[src/sti_pkg.sv]
// ----------------------------------------------------------------------------
// sti_pkg
// Shared types and constants for the sorted key table: default sizes,
// field widths, command and status codes, and sequencer states.
// ----------------------------------------------------------------------------
`default_nettype none

package sti_pkg;

   localparam int DEPTH_DEFAULT    = 16;
   localparam int KEY_BITS_DEFAULT = 64;

   localparam int IN_KEY_BITS  = 64;
   localparam int NAME_BITS    = 64;
   localparam int QTY_BITS     = 32;
   localparam int STATUS_BITS  = 3;
   localparam int POS_BITS     = 5;

   localparam logic CMD_INSERT = 1'b0;
   localparam logic CMD_DELETE = 1'b1;

   typedef enum logic [STATUS_BITS-1:0] {
      ST_INSERTED  = 3'd0,
      ST_MERGED    = 3'd1,
      ST_DELETED   = 3'd2,
      ST_NOT_FOUND = 3'd3,
      ST_FULL      = 3'd4
   } status_type;

   typedef enum logic [2:0] {
      S_IDLE,
      S_SEARCH,
      S_COMPARE,
      S_DECIDE,
      S_SHIFT_UP,
      S_SHIFT_DOWN
   } state_type;

endpackage : sti_pkg

`default_nettype wire

[src/sorted_table_insert_delete.sv]
// ----------------------------------------------------------------------------
// sorted_table_insert_delete
// Table of up to DEPTH entries kept in ascending key order. Insert merges
// into a matching key or opens a slot unless full; delete closes the gap.
// ----------------------------------------------------------------------------
// Sequence: S binary search steps (S <= ceil(log2(count+1))), each a read in
//   S_SEARCH and a compare in S_COMPARE, then a lower-bound read and S_DECIDE,
//   which ends merge, full and not found; insert and delete then move M entries
//   in S_SHIFT_UP or S_SHIFT_DOWN, one move per cycle, before they end.
// One transaction at a time; busy falls in the rsp_strobe cycle, start taken.
// Reset empties the table (count to zero); memory is not cleared; no stalls.
`default_nettype none

module sorted_table_insert_delete #(
   parameter int DEPTH    = sti_pkg::DEPTH_DEFAULT,
   parameter int KEY_BITS = sti_pkg::KEY_BITS_DEFAULT
) (
   input  wire logic                                 clock,
   input  wire logic                                 reset,
   input  wire logic                                 start,
   output logic                                      busy,
   input  wire logic                                 req_command,
   input  wire logic        [sti_pkg::IN_KEY_BITS-1:0] req_entry_key,
   input  wire logic        [sti_pkg::NAME_BITS-1:0] req_entry_name,
   input  wire logic signed [sti_pkg::QTY_BITS-1:0]  req_entry_quantity,
   output logic                                      rsp_strobe,
   output logic             [sti_pkg::STATUS_BITS-1:0] rsp_status,
   output logic             [sti_pkg::POS_BITS-1:0]  rsp_position,
   output logic             [sti_pkg::POS_BITS-1:0]  rsp_entry_count,
   output logic signed      [sti_pkg::QTY_BITS-1:0]  rsp_stored_quantity
);
   import sti_pkg::*;

   localparam int ADDR_W = (DEPTH > 1) ? $clog2(DEPTH) : 1;
   localparam int CNT_W  = $clog2(DEPTH + 1);
   localparam logic [CNT_W-1:0] DEPTH_CNT = CNT_W'(DEPTH);
   localparam logic [CNT_W-1:0] ONE_CNT   = CNT_W'(1);

   state_type state_ff, state_in;

   logic                       cmd_ff, cmd_in;
   logic [KEY_BITS-1:0]        key_ff, key_in;
   logic [NAME_BITS-1:0]       name_ff, name_in;
   logic signed [QTY_BITS-1:0] qty_ff, qty_in;
   logic [CNT_W-1:0]           lo_ff, lo_in;
   logic [CNT_W-1:0]           hi_ff, hi_in;
   logic [CNT_W-1:0]           mid_ff, mid_in;
   logic [CNT_W-1:0]           ptr_ff, ptr_in;
   logic [ADDR_W-1:0]          wdst_ff, wdst_in;
   logic                       pend_ff, pend_in;
   logic [CNT_W-1:0]           count_ff, count_in;

   logic                       rsp_strobe_ff, rsp_strobe_in;
   status_type                 rsp_status_ff, rsp_status_in;
   logic [POS_BITS-1:0]        rsp_position_ff, rsp_position_in;
   logic [POS_BITS-1:0]        rsp_count_ff, rsp_count_in;
   logic signed [QTY_BITS-1:0] rsp_qty_ff, rsp_qty_in;

   logic                       wr_en, rd_en;
   logic [ADDR_W-1:0]          wr_addr, rd_addr;
   logic [KEY_BITS-1:0]        wr_key, rd_key;
   logic [NAME_BITS-1:0]       wr_name, rd_name;
   logic [QTY_BITS-1:0]        wr_qty, rd_qty;

   logic                       key_le, key_eq;
   logic signed [QTY_BITS-1:0] qty_sum;

   logic [CNT_W-1:0]           mid_calc;
   logic                       search_open, lo_in_table, hit, finish;
   logic [CNT_W+POS_BITS-1:0]  pos_wide, count_wide;

   sti_store #(
      .DEPTH    (DEPTH),
      .KEY_BITS (KEY_BITS)
   ) u_store (
      .clock   (clock),
      .wr_en   (wr_en),
      .wr_addr (wr_addr),
      .wr_key  (wr_key),
      .wr_name (wr_name),
      .wr_qty  (wr_qty),
      .rd_en   (rd_en),
      .rd_addr (rd_addr),
      .rd_key  (rd_key),
      .rd_name (rd_name),
      .rd_qty  (rd_qty)
   );

   sti_alu #(
      .KEY_BITS (KEY_BITS)
   ) u_alu (
      .key_a   (key_ff),
      .key_b   (rd_key),
      .qty_a   (signed'(rd_qty)),
      .qty_b   (qty_ff),
      .key_le  (key_le),
      .key_eq  (key_eq),
      .qty_sum (qty_sum)
   );

   assign search_open = (lo_ff < hi_ff);
   assign mid_calc    = lo_ff + ((hi_ff - lo_ff) >> 1);
   assign lo_in_table = (lo_ff < count_ff);
   assign hit         = lo_in_table && key_eq;

   // next state
   always_comb begin
      state_in = state_ff;
      case (state_ff)
         S_IDLE: begin
            if (start) state_in = S_SEARCH;
         end
         S_SEARCH: begin
            state_in = search_open ? S_COMPARE : S_DECIDE;
         end
         S_COMPARE: begin
            state_in = S_SEARCH;
         end
         S_DECIDE: begin
            if (cmd_ff == CMD_INSERT) begin
               if (!hit && (count_ff < DEPTH_CNT)) state_in = S_SHIFT_UP;
               else                                state_in = S_IDLE;
            end else begin
               state_in = hit ? S_SHIFT_DOWN : S_IDLE;
            end
         end
         S_SHIFT_UP: begin
            if (!(ptr_ff > lo_ff) && !pend_ff) state_in = S_IDLE;
         end
         S_SHIFT_DOWN: begin
            if (!(ptr_ff < count_ff) && !pend_ff) state_in = S_IDLE;
         end
         default: state_in = S_IDLE;
      endcase
   end

   // datapath, memory control and result
   always_comb begin
      cmd_in   = cmd_ff;
      key_in   = key_ff;
      name_in  = name_ff;
      qty_in   = qty_ff;
      lo_in    = lo_ff;
      hi_in    = hi_ff;
      mid_in   = mid_ff;
      ptr_in   = ptr_ff;
      wdst_in  = wdst_ff;
      pend_in  = pend_ff;
      count_in = count_ff;

      rd_en    = 1'b0;
      rd_addr  = lo_ff[ADDR_W-1:0];
      wr_en    = 1'b0;
      wr_addr  = wdst_ff;
      wr_key   = rd_key;
      wr_name  = rd_name;
      wr_qty   = rd_qty;

      finish        = 1'b0;
      rsp_status_in = rsp_status_ff;
      rsp_qty_in    = '0;

      case (state_ff)
         S_IDLE: begin
            if (start) begin
               cmd_in  = req_command;
               key_in  = req_entry_key[KEY_BITS-1:0];
               name_in = req_entry_name;
               qty_in  = req_entry_quantity;
               lo_in   = '0;
               hi_in   = count_ff;
            end
         end
         S_SEARCH: begin
            if (search_open) begin
               rd_en   = 1'b1;
               rd_addr = mid_calc[ADDR_W-1:0];
               mid_in  = mid_calc;
            end else begin
               // fetch the lower-bound entry for the hit check
               rd_en = lo_in_table;
            end
         end
         S_COMPARE: begin
            if (key_le) hi_in = mid_ff;
            else        lo_in = mid_ff + ONE_CNT;
         end
         S_DECIDE: begin
            pend_in = 1'b0;
            if (cmd_ff == CMD_INSERT) begin
               if (hit) begin
                  wr_en         = 1'b1;
                  wr_addr       = lo_ff[ADDR_W-1:0];
                  wr_qty        = qty_sum;
                  finish        = 1'b1;
                  rsp_status_in = ST_MERGED;
                  rsp_qty_in    = qty_sum;
               end else if (!(count_ff < DEPTH_CNT)) begin
                  finish        = 1'b1;
                  rsp_status_in = ST_FULL;
               end else begin
                  ptr_in = count_ff;
               end
            end else begin
               if (hit) begin
                  ptr_in = lo_ff + ONE_CNT;
               end else begin
                  finish        = 1'b1;
                  rsp_status_in = ST_NOT_FOUND;
               end
            end
         end
         S_SHIFT_UP: begin
            if (pend_ff) wr_en = 1'b1;
            if (ptr_ff > lo_ff) begin
               rd_en   = 1'b1;
               rd_addr = ADDR_W'(ptr_ff - ONE_CNT);
               wdst_in = ptr_ff[ADDR_W-1:0];
               ptr_in  = ptr_ff - ONE_CNT;
               pend_in = 1'b1;
            end else if (pend_ff) begin
               pend_in = 1'b0;
            end else begin
               // slot is open: drop the new entry in
               wr_en         = 1'b1;
               wr_addr       = lo_ff[ADDR_W-1:0];
               wr_key        = key_ff;
               wr_name       = name_ff;
               wr_qty        = qty_ff;
               count_in      = count_ff + ONE_CNT;
               finish        = 1'b1;
               rsp_status_in = ST_INSERTED;
               rsp_qty_in    = qty_ff;
            end
         end
         S_SHIFT_DOWN: begin
            if (pend_ff) wr_en = 1'b1;
            if (ptr_ff < count_ff) begin
               rd_en   = 1'b1;
               rd_addr = ptr_ff[ADDR_W-1:0];
               wdst_in = ADDR_W'(ptr_ff - ONE_CNT);
               ptr_in  = ptr_ff + ONE_CNT;
               pend_in = 1'b1;
            end else if (pend_ff) begin
               pend_in = 1'b0;
            end else begin
               count_in      = count_ff - ONE_CNT;
               finish        = 1'b1;
               rsp_status_in = ST_DELETED;
            end
         end
         default: begin
         end
      endcase

      rsp_strobe_in   = finish;
      pos_wide        = {{POS_BITS{1'b0}}, lo_ff};
      count_wide      = {{POS_BITS{1'b0}}, count_in};
      rsp_position_in = finish ? pos_wide[POS_BITS-1:0] : rsp_position_ff;
      rsp_count_in    = finish ? count_wide[POS_BITS-1:0] : rsp_count_ff;
      if (!finish) rsp_qty_in = rsp_qty_ff;
   end

   always_ff @(posedge clock) begin
      if (reset) begin
         state_ff      <= S_IDLE;
         count_ff      <= '0;
         pend_ff       <= 1'b0;
         rsp_strobe_ff <= 1'b0;
      end else begin
         state_ff      <= state_in;
         count_ff      <= count_in;
         pend_ff       <= pend_in;
         rsp_strobe_ff <= rsp_strobe_in;
      end
   end

   always_ff @(posedge clock) begin
      cmd_ff          <= cmd_in;
      key_ff          <= key_in;
      name_ff         <= name_in;
      qty_ff          <= qty_in;
      lo_ff           <= lo_in;
      hi_ff           <= hi_in;
      mid_ff          <= mid_in;
      ptr_ff          <= ptr_in;
      wdst_ff         <= wdst_in;
      rsp_status_ff   <= rsp_status_in;
      rsp_position_ff <= rsp_position_in;
      rsp_count_ff    <= rsp_count_in;
      rsp_qty_ff      <= rsp_qty_in;
   end

   assign busy                = (state_ff != S_IDLE);
   assign rsp_strobe          = rsp_strobe_ff;
   assign rsp_status          = rsp_status_ff;
   assign rsp_position        = rsp_position_ff;
   assign rsp_entry_count     = rsp_count_ff;
   assign rsp_stored_quantity = rsp_qty_ff;

   a_count_bound: assert property (@(posedge clock) disable iff (reset)
      count_ff <= DEPTH_CNT)
      else $error("entry count exceeds table depth");

   a_accept_search: assert property (@(posedge clock) disable iff (reset)
      (start && !busy) |=> (state_ff == S_SEARCH))
      else $error("accepted transaction did not start a search");

   a_search_window: assert property (@(posedge clock) disable iff (reset)
      (state_ff == S_SEARCH) |-> (lo_ff <= hi_ff && hi_ff <= count_ff))
      else $error("binary search window out of order");

   a_write_states: assert property (@(posedge clock) disable iff (reset)
      wr_en |-> (state_ff == S_DECIDE || state_ff == S_SHIFT_UP ||
                 state_ff == S_SHIFT_DOWN))
      else $error("table write outside an update state");

   a_strobe_idle: assert property (@(posedge clock) disable iff (reset)
      rsp_strobe_ff |-> (state_ff == S_IDLE && $past(state_ff) != S_IDLE))
      else $error("result strobe without a finished transaction");

endmodule : sorted_table_insert_delete

`default_nettype wire

[src/sti_store.sv]
// ----------------------------------------------------------------------------
// sti_store
// Entry memory: key, name tag and quantity per slot. One write port and
// one read port per cycle, read data registered.
// ----------------------------------------------------------------------------
`default_nettype none

module sti_store #(
   parameter int DEPTH    = sti_pkg::DEPTH_DEFAULT,
   parameter int KEY_BITS = sti_pkg::KEY_BITS_DEFAULT,
   localparam int ADDR_W  = (DEPTH > 1) ? $clog2(DEPTH) : 1
) (
   input  wire logic                          clock,
   input  wire logic                          wr_en,
   input  wire logic [ADDR_W-1:0]             wr_addr,
   input  wire logic [KEY_BITS-1:0]           wr_key,
   input  wire logic [sti_pkg::NAME_BITS-1:0] wr_name,
   input  wire logic [sti_pkg::QTY_BITS-1:0]  wr_qty,
   input  wire logic                          rd_en,
   input  wire logic [ADDR_W-1:0]             rd_addr,
   output logic      [KEY_BITS-1:0]           rd_key,
   output logic      [sti_pkg::NAME_BITS-1:0] rd_name,
   output logic      [sti_pkg::QTY_BITS-1:0]  rd_qty
);
   import sti_pkg::*;

   logic [KEY_BITS-1:0]  key_mem  [DEPTH];
   logic [NAME_BITS-1:0] name_mem [DEPTH];
   logic [QTY_BITS-1:0]  qty_mem  [DEPTH];

   always_ff @(posedge clock) begin
      if (wr_en) begin
         key_mem[wr_addr]  <= wr_key;
         name_mem[wr_addr] <= wr_name;
         qty_mem[wr_addr]  <= wr_qty;
      end
   end

   always_ff @(posedge clock) begin
      if (rd_en) begin
         rd_key  <= key_mem[rd_addr];
         rd_name <= name_mem[rd_addr];
         rd_qty  <= qty_mem[rd_addr];
      end
   end

endmodule : sti_store

`default_nettype wire

[src/sti_alu.sv]
// ----------------------------------------------------------------------------
// sti_alu
// Shared arithmetic unit: unsigned key compare for the binary search and
// hit check, and saturating quantity add for a merge.
// ----------------------------------------------------------------------------
`default_nettype none

module sti_alu #(
   parameter int KEY_BITS = sti_pkg::KEY_BITS_DEFAULT
) (
   input  wire logic        [KEY_BITS-1:0]          key_a,
   input  wire logic        [KEY_BITS-1:0]          key_b,
   input  wire logic signed [sti_pkg::QTY_BITS-1:0] qty_a,
   input  wire logic signed [sti_pkg::QTY_BITS-1:0] qty_b,
   output logic                                     key_le,
   output logic                                     key_eq,
   output logic signed      [sti_pkg::QTY_BITS-1:0] qty_sum
);
   import sti_pkg::*;

   logic signed [QTY_BITS:0] sum_wide;

   assign key_le   = (key_a <= key_b);
   assign key_eq   = (key_a == key_b);
   assign sum_wide = {qty_a[QTY_BITS-1], qty_a} + {qty_b[QTY_BITS-1], qty_b};

   // clamp when the carry into the sign disagrees with the sign
   always_comb begin
      if (sum_wide[QTY_BITS] == sum_wide[QTY_BITS-1]) begin
         qty_sum = sum_wide[QTY_BITS-1:0];
      end else if (sum_wide[QTY_BITS]) begin
         qty_sum = {1'b1, {(QTY_BITS-1){1'b0}}};
      end else begin
         qty_sum = {1'b0, {(QTY_BITS-1){1'b1}}};
      end
   end

endmodule : sti_alu

`default_nettype wire
[config.mk]
export PLATFORM = sky130hd
export DESIGN_NAME = sorted_table_insert_delete
export DESIGN_NICKNAME = d
export VERILOG_FILES = /design/src/sti_pkg.sv /design/src/sorted_table_insert_delete.sv /design/src/sti_store.sv /design/src/sti_alu.sv
export SDC_FILE = /design/constraint.sdc
export NUM_CORES = 2
export LEC_CHECK = 0
export BUFFER_PORTS_ARGS = -buffer_cell sky130_fd_sc_hd__buf_2
export CORE_UTILIZATION = 58
export CTS_CLUSTER_SIZE = 28
export DETAILED_ROUTE_END_ITERATION = 8
export PLACE_DENSITY = 0.87
export SLEW_MARGIN = 10
export SYNTH_ARGS = -nofsm -noshare
export SYNTH_HDL_FRONTEND = slang
export SYNTH_HIERARCHICAL = 1
export SYNTH_SLANG_ARGS = --single-unit
[constraint.sdc]
create_clock -name clock -period 14.2 [get_ports clock]
set_input_delay 4.26 -clock clock [delete_from_list [all_inputs] [get_ports clock]]
set_output_delay 4.26 -clock clock [all_outputs]
set_load 0.1 [all_outputs]
==> results by stage <==
Run status:
- The run finished with clean final reports.

Power and ir drop:
- In this run the static leakage power is 0.0265 uW.
- IR analysis of the VDD net gives a maximum drop of 0.139 mV.
- The power density normalized to cell area is 163 nW/um2.

Global route:
- The number of global-route vias before repair is 40,700.
- The global-route wire length before repair is 273,000 um.
- Across every metal layer, demand over resource in global routing totals 0.299.
- The initial antenna violation count was 4.
- Entering global routing, the biggest net connects 159 pins.
- The total congestion overflow after global routing is 0.

Routing:
- The total via count after detailed routing is 39,900.
- The ratio of routed vias to standard cells is 7.03.
- The pre-antenna-repair detailed-routing pass consisted of 6 iterations.
- The detail route stage leaves a number of antenna-violating nets equal to 0.
- The total wirelength of the detailed-routed design is 190,000 um.
- The wire length per cell is 33.5 um.
- The number of DRC markers after the initial detailed-route iteration is 6,241.
- After detailed routing, the number of remaining DRC violations is 0.

Timing:
- The number of hold violations in the final report is 0.
- The number of setup violations in the final report is 0.
- For the final database, setup skew stands at 0.0565 ns.
- The post-route minimum period is 8.43 ns.
- The part of the cycle the worst path needs is 0.594.
- The final count of pins violating max slew is 0.
- The final-layout worst hold slack is 0.576 ns.
- Derived from the worst setup path, the maximum achievable clock frequency is 119 MHz.
- In this run the tightest slew margin relative to its limit is 0.173.
- The slack of the critical path is 5.77 ns.
- The transition at the pin with the smallest max-transition slack is 1.24 ns.
- For the final routed database, the setup TNS stands at 0 ns.
- Setup repair after global routing left no endpoint under its margin.

Yosys:
- The count of synthesis-stage warnings from yosys is 6.
- A synthesized cell averages 19.5 um2.
- Summing every instance area after synthesis gives 73,200 um2.
- The number of cells produced by synthesis is 3,758.
- The net count after synthesis is 4,050.

Setup path:
- The kind of launch point of the worst setup path is a register.
- Tracing the worst setup path back leads to its startpoint at key_ff[14].
- STA puts the critical path data arrival time at 8.85 ns.
- The worst-path maximum fanout is 40.
- The sort of element at the end of the critical path is a register.
- The cell occurring most often along the worst timing path is sky130_fd_sc_hd__buf_4.
- Traced cell by cell, the critical path runs through ha_1 -> nand4_1 -> nor4_1 -> nand4_1 -> inv_1 -> nand2b_1 -> a2111oi_4 -> buf_4 -> o21ai_2 -> buf_4 -> o21ai_1 -> nand2b_1 -> nor2_4 -> buf_4 -> buf_4.
- Data on the critical path is required at its endpoint by 14.61 ns.
- The worst register-to-register path begins at key_ff[14].
- The critical path is of the register to register type.
- The worst register-to-register path has a depth of 15.
- The number of buffers and inverters on the critical path is 5.
- The critical path capture point is u_store/key_mem[13][28].
- The critical path runs through a total of 15 cells.
- Among cell families on the critical path, the largest total delay comes from simple AND/OR/NAND/NOR gates.
- The library cell contributing the largest single delay on the critical path is sky130_fd_sc_hd__nor4_1.
- The worst-case register-to-register setup slack is 5.77 ns.
- The maximum cell stage delay along the critical path is 1.04 ns.
- The capture point of the worst reg-to-reg path is u_store/key_mem[13][28].

Floorplan:
- For this configuration, the core starts out at a cell density of 0.588.
- Pin placement for this block handled 211 I/O pins.
- After floorplanning, the core was divided into 129 placement rows.
- The full die area is 128,000 um2.
- The floorplan step defined a core boundary enclosing 124,000 um2.
- The die width is 357 um.
- Measured along the y axis, the die boundary spans 357 um.

Clock network:
- The H-tree was split into 4 levels.
- The sink count of the clock tree is 1,808.
- The count of cells resized by post-cts repair is 0.
- The number of buffers created by CTS is 169.
- The clock passes through at most 3 buffers.
- The clock transition at the registers of the reported paths is 0.06 ns.
- The clock tree from TritonCTS is yes.
- The number of buffers inserted by hold repair at cts is 0.
- The root buffer selected by CTS is sky130_fd_sc_hd__clkbuf_16.
- In this run the post-CTS setup repair buffer count came out at 0.
- The clock insertion delay at the later pin of the skew report is 0.83 ns.

Placement:
- In this run, placement finished with an instance count of 5,373.
- Once placement finished, the instance area stood at 75,500 um2.
- The number of port buffers is 146.
- The HPWL reported at the end of detailed placement is 94,800 um.
- The congestion estimate from routability-driven global placement came to 0.905.
- Before CTS, the worst setup slack after placement is 6.30 ns.

Cells and area:
- At the end of the flow, the number of nets in the layout was 4,199.
- Across the whole layout, storage elements account for 54,200 um2.
- Summing all multi-input logic gate instances after layout gives 17,500 um2.
- In the final layout, the share of cells above drive strength 1 is 0.238.
- The area added between synthesis and finish is 10.3%.
- Excluding fillers, the count of instances in the completed layout stands at 5,682.
- The area of all placed cells without fillers is 80,700 um2.
- The number of inserted filler cells in the final layout is 7,398.

Hold path:
- The number of stages on the worst hold path is 2.
- The worst hold path begins at pend_ff.
- The path class of the tightest hold or removal check is register to register.

Job:
- The number of max-cap violations is 0.
-- layout by cell type, fill, tap and decap left out, types with 13 or more instances in the layout --
master and instances:
sky130_fd_sc_hd__a21oi_1 99, sky130_fd_sc_hd__a22o_1 33, sky130_fd_sc_hd__edfxtp_1 1798, sky130_fd_sc_hd__nand2b_1 22, sky130_fd_sc_hd__buf_4 55, sky130_fd_sc_hd__nand2_1 122, sky130_fd_sc_hd__mux2_2 115, sky130_fd_sc_hd__clkinv_1 43
sky130_fd_sc_hd__buf_2 146, sky130_fd_sc_hd__mux4_2 355, sky130_fd_sc_hd__o221ai_1 22, sky130_fd_sc_hd__clkbuf_1 38, sky130_fd_sc_hd__nor2_4 14, sky130_fd_sc_hd__nor3_1 14, sky130_fd_sc_hd__nor2b_1 38, sky130_fd_sc_hd__a21o_1 39
sky130_fd_sc_hd__nor2_1 50, sky130_fd_sc_hd__o21ai_0 68, sky130_fd_sc_hd__a22oi_1 158, sky130_fd_sc_hd__clkbuf_16 169, sky130_fd_sc_hd__ha_1 125, sky130_fd_sc_hd__clkinv_2 26, sky130_fd_sc_hd__nand3_1 17, sky130_fd_sc_hd__nand4_1 25
sky130_fd_sc_hd__mux2i_1 30, sky130_fd_sc_hd__xnor2_1 34, sky130_fd_sc_hd__xor2_1 13, sky130_fd_sc_hd__inv_1 138
-- layer usage --
metal | track usage | vias up | share of wire
met1 | 0.390 | 20000 | 0.34
met2 | 0.483 | 3611 | 0.49
met4 | 0.150 | 4 | 0.050
li1 | - | 15600 | -
met5 | 0 | - | 0.00015
met3 | 0.0619 | 663 | 0.13
-- worst register-to-register path: stages, from the launching register on --
cell	delay (ns)
sky130_fd_sc_hd__edfxtp_1	0.49
sky130_fd_sc_hd__ha_1	0.40
sky130_fd_sc_hd__nand4_1	0.21
sky130_fd_sc_hd__nor4_1	1.04
sky130_fd_sc_hd__nand4_1	0.40
sky130_fd_sc_hd__inv_1	0.42
sky130_fd_sc_hd__nand2b_1	0.19
sky130_fd_sc_hd__a2111oi_4	0.34
sky130_fd_sc_hd__buf_4	0.44
sky130_fd_sc_hd__o21ai_2	0.12
sky130_fd_sc_hd__buf_4	0.32
sky130_fd_sc_hd__o21ai_1	0.60
sky130_fd_sc_hd__nand2b_1	0.42
sky130_fd_sc_hd__nor2_4	1.04
sky130_fd_sc_hd__buf_4	0.77
sky130_fd_sc_hd__buf_4	0.81
-- worst min-delay path by stage --
stage                            to
finish                      pend_ff
global route                pend_ff
CTS                         pend_ff
detailed placement          pend_ff
global placement            pend_ff
floorplan           rsp_position[4]
-- where the power goes --
part           total [uW]  internal [uW]  switching, uW
combinational        2410            904           1500
sequential           6360           6270           90.1
clock                4360           2350           2010
total               13100           9530           3600
-- registers in the layout, indices dropped and copies added (netlist names), 32 cells and up --
| signal | flops |
|---|---|
| u_store/key_mem | 1024 |
| u_store/qty_mem | 512 |
| key_ff | 64 |
| u_store/rd_key | 64 |
| qty_ff | 32 |
| rsp_stored_quantity | 32 |
| u_store/rd_qty | 32 |
-- cell type report --
| class | instances | share of cell area |
|---|---|---|
| flip-flops and latches | 1808 | 0.671 |
| clock buffers | 207 | 0.0541 |
| diodes | 1 | 0.0000310 |
| inverters | 139 | 0.00649 |
| repair buffers | 208 | 0.0159 |
| clock inverters | 101 | 0.0102 |
| multi-input cells | 1581 | 0.217 |
| well taps | 1637 | 0.0254 |
-- through the flow --
stage                     utilization  power (uW)
after floorplan                     -        8160
after global placement          0.607        8650
after detailed placement        0.607        8750
after CTS                       0.649       13100
after global routing            0.649       13500
final                           0.649       13100
Power figures use the tool's default switching activity.
